<file path="src/design/mipmap_box_downsample_defines.svh">
// Assertion macros used by the top-level file to check the block.
`ifndef MIPMAP_BOX_DOWNSAMPLE_DEFINES_SVH
`define MIPMAP_BOX_DOWNSAMPLE_DEFINES_SVH

`ifndef SYNTH
`define MBD_ASSERT_SAME(lbl, ante, cons) \
  lbl: assert property (@(posedge clk) disable iff (rst) (ante) |-> (cons)) \
    else $error("same-cycle check failed");
`define MBD_ASSERT_NEXT(lbl, ante, cons) \
  lbl: assert property (@(posedge clk) disable iff (rst) (ante) |=> (cons)) \
    else $error("next-cycle check failed");
`else
`define MBD_ASSERT_SAME(lbl, ante, cons)
`define MBD_ASSERT_NEXT(lbl, ante, cons)
`endif

`endif

</file>
<file path="src/design/mbd_pkg.sv">
package mbd_pkg;

  localparam int MAX_SIDE    = 64;
  localparam int PIX_W       = 8;
  localparam int COORD_W     = 6;
  localparam int DIM_W       = 7;
  localparam int CFG_IDX_W   = 2;
  localparam int QUEUE_DEPTH = 4;
  localparam int LEVELS      = 4;

  localparam int SUM2_W = PIX_W + 2;
  localparam int SUM4_W = PIX_W + 4;
  localparam int SUM8_W = PIX_W + 6;

  localparam int COLS2 = MAX_SIDE / 2;
  localparam int COLS4 = MAX_SIDE / 4;
  localparam int COLS8 = MAX_SIDE / 8;

  localparam logic [CFG_IDX_W-1:0] REG_IMAGE_WIDTH  = CFG_IDX_W'(0);
  localparam logic [CFG_IDX_W-1:0] REG_IMAGE_HEIGHT = CFG_IDX_W'(1);

  localparam logic STATUS_OK       = 1'b0;
  localparam logic STATUS_BAD_SIZE = 1'b1;

  typedef struct packed {
    logic               bad;
    logic [LEVELS-1:0]  mask;
    logic [PIX_W-1:0]   pixel;
    logic [COORD_W-1:0] x;
    logic [COORD_W-1:0] y;
    logic [PIX_W-1:0]   mean1;
    logic [PIX_W-1:0]   mean2;
    logic [PIX_W-1:0]   mean3;
    logic               frame_end;
  } job_t;

  typedef struct packed {
    logic full;
    logic empty;
  } queue_status_t;

  function automatic logic size_ok(input logic [DIM_W-1:0] side);
    return (side != '0) && (side[3:0] == 4'd0) && (side <= DIM_W'(MAX_SIDE));
  endfunction

endpackage

</file>
<file path="src/design/mipmap_box_downsample.sv">
// Box-filter mip chain generator for an 8-bit image streamed in raster order.
// The input channel (in_valid, in_stall, pixel) takes one pixel word per cycle
// while the internal job queue has room. Each pixel gives its level 0 word and,
// when it closes a 2x2, 4x4 or 8x8 block, the truncated block mean for level 1,
// 2 or 3, in level order, with run_last on the final word of the pixel.
// The output channel (out_valid, out_stall and the result fields) carries one
// word per cycle while out_stall is low; all words leave through that single
// output port, which bounds the throughput of a long frame.
// A pixel goes through the job queue, then the output register, to the outputs.
// When out_stall is high the output word holds, the queue fills, and in_stall
// rises once all queue entries are taken.
// The configuration channel (cfg_valid, cfg_ready, cfg_index, cfg_data) writes
// the image width or height, any write restarts the frame, cfg_ready stays high.
// Sides of 0, over 64 or not multiples of 16 give one bad_size word per pixel.
// Reset restores a 16 by 16 frame and clears all sums and the queue at once.
module mipmap_box_downsample #(
  parameter int QUEUE_DEPTH = mbd_pkg::QUEUE_DEPTH
) (
  input  logic                          clk,
  input  logic                          rst,
  input  logic                          cfg_valid,
  output logic                          cfg_ready,
  input  logic [mbd_pkg::CFG_IDX_W-1:0] cfg_index,
  input  logic [mbd_pkg::DIM_W-1:0]     cfg_data,
  input  logic                          in_valid,
  output logic                          in_stall,
  input  logic [mbd_pkg::PIX_W-1:0]     pixel,
  output logic                          out_valid,
  input  logic                          out_stall,
  output logic                          status,
  output logic [1:0]                    level,
  output logic [mbd_pkg::COORD_W-1:0]   out_x,
  output logic [mbd_pkg::COORD_W-1:0]   out_y,
  output logic [mbd_pkg::PIX_W-1:0]     value,
  output logic                          frame_end,
  output logic                          run_last
);
  import mbd_pkg::*;

  job_t          job;
  job_t          head;
  queue_status_t q_status;
  logic          accept;
  logic          pop;
  logic          cfg_we;

  assign cfg_ready = 1'b1;
  assign cfg_we    = cfg_valid && cfg_ready;
  assign in_stall  = q_status.full;
  assign accept    = in_valid && !in_stall;

  mbd_front u_front (
    .clk       (clk),
    .rst       (rst),
    .cfg_we    (cfg_we),
    .cfg_index (cfg_index),
    .cfg_data  (cfg_data),
    .accept    (accept),
    .pixel     (pixel),
    .job       (job)
  );

  mbd_queue #(
    .DEPTH (QUEUE_DEPTH)
  ) u_queue (
    .clk       (clk),
    .rst       (rst),
    .push      (accept),
    .push_data (job),
    .pop       (pop),
    .head      (head),
    .q_status  (q_status)
  );

  mbd_back u_back (
    .clk       (clk),
    .rst       (rst),
    .head      (head),
    .q_status  (q_status),
    .pop       (pop),
    .out_valid (out_valid),
    .out_stall (out_stall),
    .status    (status),
    .level     (level),
    .out_x     (out_x),
    .out_y     (out_y),
    .value     (value),
    .frame_end (frame_end),
    .run_last  (run_last)
  );

`include "mipmap_box_downsample_defines.svh"

  `MBD_ASSERT_NEXT(a_push_fills, accept, !q_status.empty)
  `MBD_ASSERT_NEXT(a_level_order, out_valid && !out_stall && !run_last, out_valid && (level > $past(level)))
  `MBD_ASSERT_SAME(a_bad_word_alone, out_valid && (status == STATUS_BAD_SIZE), run_last && (level == 2'd0) && !frame_end)

endmodule

</file>
<file path="src/design/mbd_front.sv">
module mbd_front (
  input  logic                          clk,
  input  logic                          rst,
  input  logic                          cfg_we,
  input  logic [mbd_pkg::CFG_IDX_W-1:0] cfg_index,
  input  logic [mbd_pkg::DIM_W-1:0]     cfg_data,
  input  logic                          accept,
  input  logic [mbd_pkg::PIX_W-1:0]     pixel,
  output mbd_pkg::job_t                 job
);
  import mbd_pkg::*;

  localparam int I2_W = $clog2(COLS2);
  localparam int I4_W = $clog2(COLS4);
  localparam int I8_W = $clog2(COLS8);

  logic [DIM_W-1:0]   image_width;
  logic [DIM_W-1:0]   image_height;
  logic [COORD_W-1:0] column_count;
  logic [COORD_W-1:0] row_count;
  logic [SUM2_W-1:0]  sum_two   [COLS2];
  logic [SUM4_W-1:0]  sum_four  [COLS4];
  logic [SUM8_W-1:0]  sum_eight [COLS8];

  logic [I2_W-1:0]    i2;
  logic [I4_W-1:0]    i4;
  logic [I8_W-1:0]    i8;
  logic [SUM2_W-1:0]  s2_next;
  logic [SUM4_W-1:0]  s4_next;
  logic [SUM8_W-1:0]  s8_next;
  logic               e1, e2, e3;
  logic               ok;
  logic [DIM_W-1:0]   x_inc;
  logic [DIM_W-1:0]   y_inc;
  logic               row_done;
  logic               frame_done;

  assign i2 = column_count[COORD_W-1:1];
  assign i4 = column_count[COORD_W-1:2];
  assign i8 = column_count[COORD_W-1:3];

  assign x_inc = {1'b0, column_count} + DIM_W'(1);
  assign y_inc = {1'b0, row_count} + DIM_W'(1);

  assign ok = size_ok(image_width) && size_ok(image_height) &&
              ({1'b0, column_count} < image_width) && ({1'b0, row_count} < image_height);

  assign s2_next = sum_two[i2] + SUM2_W'(pixel);
  assign s4_next = sum_four[i4] + SUM4_W'(pixel);
  assign s8_next = sum_eight[i8] + SUM8_W'(pixel);

  assign e1 = column_count[0] & row_count[0];
  assign e2 = (column_count[1:0] == 2'b11) && (row_count[1:0] == 2'b11);
  assign e3 = (column_count[2:0] == 3'b111) && (row_count[2:0] == 3'b111);

  assign row_done   = (x_inc >= image_width);
  assign frame_done = (y_inc >= image_height);

  always_comb begin
    job = '0;
    if (ok) begin
      job.bad       = STATUS_OK;
      job.mask      = {e3, e2, e1, 1'b1};
      job.pixel     = pixel;
      job.x         = column_count;
      job.y         = row_count;
      job.mean1     = s2_next[SUM2_W-1:2];
      job.mean2     = s4_next[SUM4_W-1:4];
      job.mean3     = s8_next[SUM8_W-1:6];
      job.frame_end = (x_inc == image_width) && (y_inc == image_height);
    end else begin
      job.bad  = STATUS_BAD_SIZE;
      job.mask = LEVELS'(1);
    end
  end

  always_ff @(posedge clk) begin
    if (rst) begin
      image_width  <= DIM_W'(16);
      image_height <= DIM_W'(16);
    end else if (cfg_we) begin
      case (cfg_index)
        REG_IMAGE_WIDTH:  image_width  <= cfg_data;
        REG_IMAGE_HEIGHT: image_height <= cfg_data;
        default: ;
      endcase
    end
  end

  always_ff @(posedge clk) begin
    if (rst || cfg_we) begin
      column_count <= '0;
      row_count    <= '0;
      for (int k = 0; k < COLS2; k++) sum_two[k]   <= '0;
      for (int k = 0; k < COLS4; k++) sum_four[k]  <= '0;
      for (int k = 0; k < COLS8; k++) sum_eight[k] <= '0;
    end else if (accept && ok) begin
      sum_two[i2]   <= e1 ? '0 : s2_next;
      sum_four[i4]  <= e2 ? '0 : s4_next;
      sum_eight[i8] <= e3 ? '0 : s8_next;
      if (row_done) begin
        column_count <= '0;
        row_count    <= frame_done ? '0 : y_inc[COORD_W-1:0];
      end else begin
        column_count <= x_inc[COORD_W-1:0];
      end
    end
  end

endmodule

</file>
<file path="src/design/mbd_queue.sv">
module mbd_queue #(
  parameter int DEPTH = mbd_pkg::QUEUE_DEPTH
) (
  input  logic                  clk,
  input  logic                  rst,
  input  logic                  push,
  input  mbd_pkg::job_t         push_data,
  input  logic                  pop,
  output mbd_pkg::job_t         head,
  output mbd_pkg::queue_status_t q_status
);
  import mbd_pkg::*;

  localparam int PTR_W = (DEPTH > 1) ? $clog2(DEPTH) : 1;
  localparam int CNT_W = $clog2(DEPTH + 1);

  job_t             mem [DEPTH];
  logic [PTR_W-1:0] wr_ptr;
  logic [PTR_W-1:0] rd_ptr;
  logic [CNT_W-1:0] count;

  function automatic logic [PTR_W-1:0] bump(input logic [PTR_W-1:0] p);
    return (p == PTR_W'(DEPTH - 1)) ? '0 : p + PTR_W'(1);
  endfunction

  assign head           = mem[rd_ptr];
  assign q_status.full  = (count == CNT_W'(DEPTH));
  assign q_status.empty = (count == '0);

  always_ff @(posedge clk) begin
    if (push) mem[wr_ptr] <= push_data;
  end

  always_ff @(posedge clk) begin
    if (rst) begin
      wr_ptr <= '0;
      rd_ptr <= '0;
      count  <= '0;
    end else begin
      if (push) wr_ptr <= bump(wr_ptr);
      if (pop)  rd_ptr <= bump(rd_ptr);
      if (push && !pop)      count <= count + CNT_W'(1);
      else if (pop && !push) count <= count - CNT_W'(1);
    end
  end

endmodule

</file>
<file path="src/design/mbd_back.sv">
module mbd_back (
  input  logic                        clk,
  input  logic                        rst,
  input  mbd_pkg::job_t               head,
  input  mbd_pkg::queue_status_t      q_status,
  output logic                        pop,
  output logic                        out_valid,
  input  logic                        out_stall,
  output logic                        status,
  output logic [1:0]                  level,
  output logic [mbd_pkg::COORD_W-1:0] out_x,
  output logic [mbd_pkg::COORD_W-1:0] out_y,
  output logic [mbd_pkg::PIX_W-1:0]   value,
  output logic                        frame_end,
  output logic                        run_last
);
  import mbd_pkg::*;

  logic [LEVELS-1:0]  done;
  logic [LEVELS-1:0]  remaining;
  logic [LEVELS-1:0]  sel;
  logic [LEVELS-1:0]  left_after;
  logic [1:0]         lvl;
  logic               take;
  logic [PIX_W-1:0]   val_sel;

  assign remaining  = head.mask & ~done;
  assign sel        = remaining & (~remaining + LEVELS'(1));
  assign left_after = remaining & ~sel;
  assign take       = !q_status.empty && (!out_valid || !out_stall);
  assign pop        = take && (left_after == '0);

  always_comb begin
    lvl = 2'd0;
    for (int i = LEVELS - 1; i >= 0; i--) begin
      if (remaining[i]) lvl = 2'(i);
    end
  end

  always_comb begin
    case (lvl)
      2'd0:    val_sel = head.pixel;
      2'd1:    val_sel = head.mean1;
      2'd2:    val_sel = head.mean2;
      2'd3:    val_sel = head.mean3;
      default: val_sel = head.pixel;
    endcase
  end

  always_ff @(posedge clk) begin
    if (rst) begin
      done      <= '0;
      out_valid <= 1'b0;
    end else begin
      if (take) begin
        out_valid <= 1'b1;
        done      <= pop ? '0 : (done | sel);
      end else if (!out_stall) begin
        out_valid <= 1'b0;
      end
    end
  end

  always_ff @(posedge clk) begin
    if (take) begin
      status    <= head.bad;
      level     <= lvl;
      out_x     <= head.x >> lvl;
      out_y     <= head.y >> lvl;
      value     <= val_sel;
      frame_end <= head.frame_end;
      run_last  <= (left_after == '0);
    end
  end

endmodule

</file>
<file path="config.mk">
export PLATFORM = sky130hd
export DESIGN_NAME = mipmap_box_downsample
export DESIGN_NICKNAME = d
export VERILOG_FILES = /design/src/design/mbd_pkg.sv /design/src/design/mipmap_box_downsample.sv /design/src/design/mbd_front.sv /design/src/design/mbd_queue.sv /design/src/design/mbd_back.sv
export VERILOG_INCLUDE_DIRS = /design/src /design/src/design
export SDC_FILE = /design/constraint.sdc
export NUM_CORES = 1
export LEC_CHECK = 0
export BUFFER_PORTS_ARGS = -buffer_cell sky130_fd_sc_hd__buf_2
export CAP_MARGIN = 0
export CORE_UTILIZATION = 45
export DETAILED_ROUTE_END_ITERATION = 8
export GPL_TIMING_DRIVEN = 0
export MAX_ROUTING_LAYER = met4
export PLACE_DENSITY = 0.66
export SLEW_MARGIN = 20
export SYNTH_ARGS = -nofsm -noshare
export SYNTH_HDL_FRONTEND = slang
export SYNTH_SLANG_ARGS = --single-unit
</file>
<file path="constraint.sdc">
create_clock -name clk -period 5.8 [get_ports clk]
set_clock_uncertainty 0.15 [all_clocks]
set_input_delay 0.58 -clock clk [delete_from_list [all_inputs] [get_ports clk]]
set_output_delay 0.58 -clock clk [all_outputs]
set_load 0.02 [all_outputs]
</file>
-- After elaboration in Yosys (flattened, before gate mapping)
Memory sizes are Yosys's and may differ from the RTL's. A register that Yosys moved wholly into a read port is not among the register bits.
Cells that the tools add are included.
- flip-flop bits (word level): 63
- RAM bits: 824
- input bits: 22
- memories kept: 4
- memories (name ; words ; width ; read ports ; clocked after memory_dff ; write ports ; line ; text):
    u_front.sum_two ; 32 ; 10 ; 1 ; 1 ; 32 ; mbd_front.sv:21 ; logic [SUM2_W-1:0] sum_two [COLS2];
    u_queue.mem ; 4 ; 50 ; 1 ; 1 ; 1 ; mbd_queue.sv:17 ; job_t mem [DEPTH];
    u_front.sum_four ; 16 ; 12 ; 1 ; 1 ; 16 ; mbd_front.sv:22 ; logic [SUM4_W-1:0] sum_four [COLS4];
    u_front.sum_eight ; 8 ; 14 ; 1 ; 1 ; 8 ; mbd_front.sv:23 ; logic [SUM8_W-1:0] sum_eight [COLS8];
- $add $sub $neg: 10
- order comparisons: 6
- equal/unequal tests: 14
- shifts and indexed selects: 2
- mux-type cells: 43
- bitwise gates (word level): 8
- reductions and logical operators: 39
- operators with widths (cell ; count):
    $mux W45 ; 1
    $pmux W8 S4 ; 1
    $mux W14 ; 2
    $mux W12 ; 2
    $mux W10 ; 2
    $mux W5 ; 4
    $logic_and A1 B1 Y1 ; 16
    $mux W2 ; 8
    $mux W4 ; 4
    $mux W3 ; 5
    $add A14 B8 Y14 ; 1
    $add A6 B1 Y7 const B ; 2
    $eq A7 B7 Y1 ; 2
    $ge A7 B7 Y1 ; 2
    $le A7 B7 Y1 const B ; 2
    $lt A6 B7 Y1 ; 2
    $reduce_bool A7 Y1 ; 2
    $reduce_or A14 Y1 ; 1
    $add A12 B8 Y12 ; 1
    $and A4 B4 Y4 ; 3
    $eq A2 B2 Y1 const B ; 6
    $logic_not A4 Y1 ; 3
    $mux W1 ; 12
    $mux W6 ; 2
    other kinds (20) ; 36

-- Longest topological paths before layout
Gate-level depths: netlist of the first run.
- depth after elaboration: 12
- mapped depth: 19
- gate-level depth less buffers: 12

-- Cells and area by module
A second synthesis of the first run with hierarchy kept.
- cells, all modules: 2784
- area, all modules: 40203.6 um^2
- modules (own cells, without submodules) (module ; instances ; cells an instance ; area each (um^2) ; seq. area each (um^2)):
    mbd_front ; 1 ; 2338 ; 30898.4 ; 19358.6
    mbd_queue ; 1 ; 306 ; 7712.4 ; 6185.9
    mbd_back ; 1 ; 137 ; 1567.8 ; 850.8
    mipmap_box_downsample ; 1 ; 3 ; 25.0 ; 0.0

-- Worst setup path after synthesis of the first run
No wires, ideal clock.
- path type: register to register
- start point: register with a tool-made name
- end point: memory u_front.sum_four[10][8] (netlist bit) (data pin)
- library setup time: 0.270 ns
- arrival: 4.789 ns
- data required time: 5.380 ns
- slack: 0.590 ns
- stages on the path, launching flop included: 20
- path buffers: 8
- path through: dfxtp_1 > buf_4 > buf_4 > buf_4 > buf_2 > buf_2 > buf_2 > mux4_2 > mux4_2 > ha_1 > fa_1 > a21o_1 > a211oi_1 > o21ai_0 > nand2_1 > xor2_1 > or2_2 > clkbuf_1 > clkbuf_1 > nor3_1
- RTL lines (element ; line):
    to (decl) ; mbd_front.sv:22

==> Implementation_results.wiki, run 1 <==
{| class="wikitable"
! Metric !! Value
|-
| Clk Tree Root Cell || sky130_fd_sc_hd__clkbuf_16
|-
| Kind of end point of the critical path || flip-flop
|-
| Ratio of final minimum period to clock period || 96.9%
|-
| Outcome || completed
|-
| Maximum net fanout on the critical path || 19
|-
| VDD IR-drop max || 0.310 mV
|-
| Effective utilization at floorplan || 45.5%
|-
| Normalized max-slew margin || 19.2%
|-
| Number of warnings issued by yosys || 0
|-
| Internal Pwr Total || 11,700 uW
|-
| Total via count in the routed design || 25,200
|-
| Maximum number of pins on one net before global-route repair || 45
|-
| Proportion of register bits with asynchronous set or reset after synthesis || 0%
|-
| Area of the core region || 87,000 um2
|-
| Total routing usage reported by global routing || 27.1%
|-
| Proportion of synthesized chip area in sequential cells || 66.3%
|-
| Wire per inst || 28.5 um
|-
| Number of placed instances, taps included || 3,929
|-
| Category of the most critical setup path || flip-flop to flip-flop
|-
| Site Rows || 108
|-
| Port Buffers || 47
|-
| Total Power || 15,800 uW
|-
| Data arrival, critical path || 5.84 ns
|-
| Die Footprint || 89,200 um2
|-
| Combinational power share || 14.8%
|-
| Filler cell count || 7,218
|-
| Count of unresolved DRC violations after routing || 0
|-
| Sw Share || 26.3%
|-
| Count of max-cap constraint violations || 0
|-
| CTS H-tree lvls || 3
|-
| Multi-input combinational cell area || 12,600 um2
|-
| Flop and latch count out of synthesis || 890
|-
| Placed cell areas || 41,900 um2
|-
| Post-route ant nets || 0
|-
| Buffer depth of the longest clock path || 3
|-
| First-pass GRT wire length || 170 mm
|-
| Avg Synthesized Cell Area || 14.7 um2
|-
| Final critical path time including I/O delays and setup || 5.62 ns
|-
| Post-Syn Instances || 2,696
|-
| Syn_nets || 2,782
|-
| Unique cell type count in the Yosys netlist || 64
|-
| Grt total ovfl || 0
|-
| Worst Tran Pin Value || 1.21 ns
|-
| Part of the total power dissipated in the clock network || 36.1%
|-
| Worst path max stage delay || 0.49 ns
|-
| Register clock-pin slew on the reported worst setup and hold paths || 0.07 ns
|-
| DRC violation total after the first TritonRoute iteration || 2,954
|-
| Cell taking the most area after synthesis || sky130_fd_sc_hd__edfxtp_1
|-
| Clock buffer count from CTS || 92
|-
| FF+latch area || 26,300 um2
|-
| Top FF cell, synth || sky130_fd_sc_hd__edfxtp_1
|-
| Detailed-routing iteration count for the pre-antenna-repair pass || 6
|-
| Slowest CP cell || sky130_fd_sc_hd__mux4_2
|-
| Data required time at the worst endpoint || 6.02 ns
|-
| Final Setup Violations || 0
|-
| Top-area cell type share of the netlist area || 64.0%
|-
| Total detailed-routing wirelength || 117 mm
|-
| Most numerous cell in the Yosys netlist || sky130_fd_sc_hd__edfxtp_1
|-
| Final std cells w/o fill || 4,100
|-
| Clock insertion delay at the later pin of the skew report || 0.67 ns
|-
| Layout cells sized above 1 || 20.4%
|-
| Synth area leaders || sky130_fd_sc_hd__edfxtp_1 64%, sky130_fd_sc_hd__mux4_2 13%, sky130_fd_sc_hd__nor2_1 5.6%
|-
| Top-level I/O count || 50
|-
| Util after Layout || 51.6%
|-
| Total Nets Final || 2,953
|-
| HPWL after detailed placement || 81.4 mm
|-
| Worst path top cell family by delay || buffers and inverters
|-
| Total power divided by cell area || 352 nW/um2
|-
| TritonCTS sink count || 890
|-
| Via count of the first global-routing pass || 25,700
|-
| Synth-to-layout area growth || 13.3%
|-
| Cell-by-cell trace of the critical path || buf_4 > buf_6 > buf_8 > buf_6 > buf_4 > mux4_2 > mux4_2 > mux2_2 > ha_1 > fa_1 > a21o_1 > a21oi_1 > o21ai_1 > or3_1 > o21ai_0 > xnor2_2 > buf_4 > nor3_1
|-
| Element type at the critical path start || flip-flop
|-
| Crit-path most repeated cell || sky130_fd_sc_hd__buf_4
|-
| Endpoints failing hold || 0
|-
| Final Wtd Congestion || 0.977
|-
| Fin. max-slew vios || 0
|-
| Leakage || 0.0154 uW
|-
| Sum of negative setup slack || 0 ns
|-
| Worst hold-check path type || primary input to flip-flop
|-
| Chip Height || 299 um
|-
| Number of antenna violations at the first check in global routing || 4
|-
| P_sw || 4150 uW
|-
| Final Cell Area || 44,900 um2
|-
| Number of synthesized flops with an enable pin || 845
|-
| CTS tree || built
|-
| Post-synthesis instance area || 39,600 um2
|-
| Detail-routed via count per cell || 6.15
|-
| Die boundary width || 299 um
|-
| Bufs and invs on worst path || 6
|-
| Top cells by count, synth || 845 x sky130_fd_sc_hd__edfxtp_1, 594 x sky130_fd_sc_hd__nor2_1, 221 x sky130_fd_sc_hd__mux4_2
|-
| Seq pwr share || 49.1%
|-
| F_max || 178 MHz
|}
registers in the layout, indices dropped and copies added, names as in the netlist, named ones only:
name / cells
u_back.done: 4
u_back.frame_end: 1
u_back.level: 2
u_back.out_valid: 1
u_back.out_x: 6
u_back.out_y: 6
u_back.run_last: 1
u_back.status: 1
u_back.value: 8
u_front.column_count: 6
u_front.image_height: 7
u_front.image_width: 7
u_front.row_count: 6
u_front.sum_eight: 112
u_front.sum_four: 192
u_front.sum_two: 320
u_queue.count: 3
u_queue.mem: 196
u_queue.rd_ptr: 2
u_queue.wr_ptr: 2
cell usage in the layout (no fill, tap or decap), drive strengths merged, types with 4 or more instances in the layout:
cell	instances
a211o	5
a211oi	8
a21o	16
a21oi	47
a22o	7
a22oi	16
and2	30
buf	143
clkbuf	247
clkinv	37
dfxtp	45
diode	7
edfxtp	845
fa	4
ha	60
inv	33
mux2	21
mux2i	48
mux4	221
nand2	115
nand2b	19
nand3	27
nand4	11
nor2	594
nor2b	15
nor3	147
nor4	4
o211ai	5
o21a	4
o21ai	75
or2	6
or3	11
or4	4
xnor2	17
xor2	15
tightest hold or removal path, delay by kind of cell:
family	cells	cell delay [ns]
buffers and inverters	1	0.10
multiplexers	1	0.06
AND/OR/NAND/NOR	1	0.08
metal layers:
metal / track usage, % / part of all wire (%)
met1: 33.5 / 37
met3: 6.86 / 11
met5: - / 0
met2: 41.7 / 47
met4: 13.6 / 5.5
through the flow:
| step | setup WS, ns | hold slack [ns] |
|---|---|---|
| final | 0.180 | 0.0383 |
| after floorplan | 0.590 | 0.278 |
| after CTS | 0.00232 | 0.00316 |
| after global placement | -1.10 | 0.296 |
| after detailed placement | -1.16 | 0.311 |
| after global routing | -0.0231 | 0.0530 |
final timing paths:
kind,depth (start not counted),slack (ns),to,start
max,18,0.18,u_front.sum_two[28][8]$_SDFFCE_PN0P_,flip-flop
min,3,0.04,u_front.image_height[0]$_SDFFE_PP0P_,cfg_data[0]
max reg2reg,18,0.18,u_front.sum_two[28][8]$_SDFFCE_PN0P_,flip-flop
min reg2reg,2,0.32,u_back.done[3]$_SDFFE_PP0P_,u_back.done[3]$_SDFFE_PP0P_
power by group through the flow:
stage | logic, uW | registers (uW) | clock network [uW]
after floorplan | 1380 | 7980 | 0
after global placement | 2170 | 7880 | 0
after detailed placement | 2310 | 7890 | 0
after CTS | 2330 | 7760 | 5720
after global routing | 2490 | 7790 | 5960
final | 2350 | 7750 | 5700
cells by family (layout without fill, tap and decap cells):
kind of cell	after synthesis	after routing	share of synthesized area (%)
other	1	8	0.00947
adders and majority gates	65	65	2.12
DFF	890	890	66.3
and+or+nand+nor	994	994	11.0
buffers and inverters	223	465	2.36
xor gates and xnor gates	32	32	0.707
muxes	290	290	14.4
AOI/OAI and AO/OA	201	201	3.11
layout make-up:
cell class	count	share of cell area [%]
diodes	7	0.0390
plain buffers	188	1.98
clock buffers	122	5.58
clock inverters	43	0.789
inverters	31	0.259
multi-input cells	1583	28.1
flip-flops and latches	890	58.5
well taps	1155	3.22
repair buffers	81	1.52
what timing repair did:
action	CTS	global route
endpoints found under the hold margin	1	0
buffers inserted	0	2
pin swaps	0	1
setup endpoints to repair	501	189
gates resized for setup	43	21
hold buffers	1	0
Power figures use the tool's default switching activity.
==> inputs of run 2 (changes only) <==
--- a/config.mk
+++ b/config.mk
@@ -6,10 +6,10 @@
 export SDC_FILE = /design/constraint.sdc
 export NUM_CORES = 1
 export LEC_CHECK = 0
-export BUFFER_PORTS_ARGS = -buffer_cell sky130_fd_sc_hd__buf_2
 export CAP_MARGIN = 0
 export CORE_UTILIZATION = 45
 export DETAILED_ROUTE_END_ITERATION = 8
+export DONT_BUFFER_PORTS = 1
 export GPL_TIMING_DRIVEN = 0
 export MAX_ROUTING_LAYER = met4
 export PLACE_DENSITY = 0.66
==> Implementation_results.wiki, run 2 (synthesized netlist as in run 1, its figures left out) <==
{| class="wikitable"
! Metric !! Value
|-
| Data arrival, critical path || 5.87 ns
|-
| Clock buffer count from CTS || 92
|-
| Total power divided by cell area || 355 nW/um2
|-
| Category of the most critical setup path || flip-flop to flip-flop
|-
| Element type at the critical path start || flip-flop
|-
| Cell-by-cell trace of the critical path || buf_4 > buf_6 > buf_8 > buf_6 > buf_6 > mux4_2 > mux4_2 > mux2_2 > ha_1 > fa_1 > a21o_1 > a21oi_1 > xor2_1 > nor2_1 > nand2_2 > nor2_1
|-
| Sw Share || 26.0%
|-
| P_sw || 4150 uW
|-
| Grt total ovfl || 0
|-
| Fin. max-slew vios || 0
|-
| Data required time at the worst endpoint || 6.02 ns
|-
| VDD IR-drop max || 0.285 mV
|-
| Largest regs || u_front.sum_two x320, u_queue.mem x196, u_front.sum_four x192
|-
| Normalized max-slew margin || 18.7%
|-
| Number of flip-flops in the largest register || 320
|-
| Total routing usage reported by global routing || 27.5%
|-
| Detail-routed via count per cell || 6.19
|-
| Port Buffers || 0
|-
| Ratio of final minimum period to clock period || 97.3%
|-
| Total detailed-routing wirelength || 119 mm
|-
| Die boundary width || 299 um
|-
| Post-route ant nets || 0
|-
| Destination of the worst hold path || u_queue.mem[3][39]$_DFFE_PP_
|-
| Crit-path most repeated cell || sky130_fd_sc_hd__buf_6
|-
| Detailed-routing iteration count for the pre-antenna-repair pass || 6
|-
| Effective utilization at floorplan || 45.5%
|-
| Worst reg2reg endpoint || u_front.sum_two[23][4]$_SDFFCE_PN0P_
|-
| Wire per inst || 29.1 um
|-
| Final std cells w/o fill || 4,070
|-
| Clock insertion delay at the later pin of the skew report || 0.69 ns
|-
| Endpoints failing hold || 0
|-
| Source of the worst hold timing path || pixel[2]
|-
| Count of unresolved DRC violations after routing || 0
|-
| Synth-to-layout area growth || 13.5%
|-
| Instance count along the most critical hold path || 1
|-
| Worst setup slack after placement || -1.16 ns
|-
| Register clock-pin slew on the reported worst setup and hold paths || 0.06 ns
|-
| Hold Worst Slack || 0.0348 ns
|-
| Combinational power share || 13.4%
|-
| Worst path max stage delay || 0.66 ns
|-
| Leading cell type in the layout, fill and taps excluded || sky130_fd_sc_hd__edfxtp_1
|-
| CTS tree || built
|-
| Count of max-cap constraint violations || 0
|-
| Worst Tran Pin Value || 1.22 ns
|-
| Number of placed instances, taps included || 3,887
|-
| Slowest CP cell || sky130_fd_sc_hd__xor2_1
|-
| Final critical path time including I/O delays and setup || 5.64 ns
|-
| Clk Tree Root Cell || sky130_fd_sc_hd__clkbuf_16
|-
| F_max || 177 MHz
|-
| CTS H-tree lvls || 3
|-
| Kind of end point of the critical path || flip-flop
|-
| Leakage || 0.0153 uW
|-
| Area of the core region || 87,000 um2
|-
| Util after Layout || 51.7%
|-
| Maximum net fanout on the critical path || 19
|-
| Site Rows || 108
|-
| Internal Pwr Total || 11,800 uW
|-
| HPWL after detailed placement || 82.8 mm
|-
| Die Footprint || 89,200 um2
|-
| Final Wtd Congestion || 0.965
|-
| Outcome || completed
|-
| DRC violation total after the first TritonRoute iteration || 3,327
|-
| Leading cell types in the layout, fill and taps excluded || 845 x sky130_fd_sc_hd__edfxtp_1, 594 x sky130_fd_sc_hd__nor2_1, 221 x sky130_fd_sc_hd__mux4_2
|-
| TritonCTS sink count || 890
|-
| FF-to-FF setup slack || 0.16 ns
|-
| Final Cell Area || 45,000 um2
|-
| Buffer depth of the longest clock path || 3
|-
| Worst path top cell family by delay || buffers and inverters
|-
| Bufs and invs on worst path || 5
|-
| Seq pwr share || 49.5%
|-
| Chip Height || 299 um
|-
| Maximum number of pins on one net before global-route repair || 44
|-
| Count of cells along the worst register-to-register path || 16
|-
| Part of the total power dissipated in the clock network || 37.1%
|-
| Layout cells sized above 1 || 19.6%
|-
| Via count of the first global-routing pass || 25,600
|-
| Top-level I/O count || 50
|-
| Total via count in the routed design || 25,200
|-
| Placed cell areas || 41,700 um2
|-
| Number of antenna violations at the first check in global routing || 8
|-
| Total stage count of the critical path || 16
|-
| Setup WS post-layout || 0.157 ns
|-
| Total Nets Final || 2,919
|-
| Final Setup Violations || 0
|-
| First-pass GRT wire length || 171 mm
|-
| Top reg by flops || u_front.sum_two
|-
| Worst hold-check path type || primary input to flip-flop
|}
run 2: cell count changes in the layout (fill, tap and decap cells not counted), sizes merged, moves of 3 or more:
cell and delta:
bufinv +6, clkinv -3, diode +8, dlygate4sd3 +8, clkbuf -7, buf -44
run 2: per-stage QoR:
| step | TNS, ns | total power, uW |
|---|---|---|
| 3_5_place_dp | -212.79 | 10100 |
| 5_1_grt | -0.0929 | 16400 |
| 2_1_floorplan | 0 | 9360 |
| 3_3_place_gp | -171.93 | 9960 |
| 6_report | 0 | 16000 |
| 4_1_cts | 0 | 16000 |
run 2: how the worst max path moves through the flow:
stage | from | to | slack (ns)
5_1_grt | flip-flop | u_front.sum_two[2][8]$_SDFFCE_PN0P_ | -0.02
4_1_cts | flip-flop | u_front.sum_two[12][8]$_SDFFCE_PN0P_ | 0.008
6_report | flip-flop | u_front.sum_two[23][4]$_SDFFCE_PN0P_ | 0.16
2_1_floorplan | flip-flop | u_front.sum_four[10][8]$_SDFFCE_PN0P_ | 0.59
3_5_place_dp | flip-flop | u_front.sum_four[4][8]$_SDFFCE_PN0P_ | -1.16
3_3_place_gp | flip-flop | u_front.sum_four[4][8]$_SDFFCE_PN0P_ | -1.06
run 2: power groups by stage:
stage | combinational (uW) | sequential (uW) | clock [uW]
final | 2140 | 7900 | 5910
after detailed placement | 2100 | 8030 | 0
after floorplan | 1380 | 7980 | 0
after global routing | 2290 | 7940 | 6160
after global placement | 1940 | 8020 | 0
after CTS | 2120 | 7900 | 5940
run 2: routing by layer:
metal,up-vias,wire (um),track usage (%)
met3,359,13500,7.24
met1,12700,42700,33.8
met5,-,0,-
met4,0,6480,13.4
met2,1607,55900,42.4
li1,10500,-,-
run 2: area by class of cell:
| type | instances | area (um2) |
|---|---|---|
| clock inverter | 46 | 528 |
| antenna | 15 | 37.5 |
| fill | 7171 | 42100 |
| inverter | 31 | 116 |
| clock buffer | 115 | 2440 |
| multi-input combinational | 1583 | 12600 |
| tap | 1155 | 1450 |
| sequential | 890 | 26300 |
| timing repair buffer | 47 | 599 |
| buffer | 188 | 903 |
run 2: repair_timing:
action | 4_1_cts | 5_1_grt
pin swaps | 0 | 1
hold buffers | 9 | 0
gates resized for setup | 41 | 28
hold endpoints to repair | 18 | 0
setup endpoints to repair | 513 | 157
cloned | 0 | 1
buffers inserted | 0 | 1
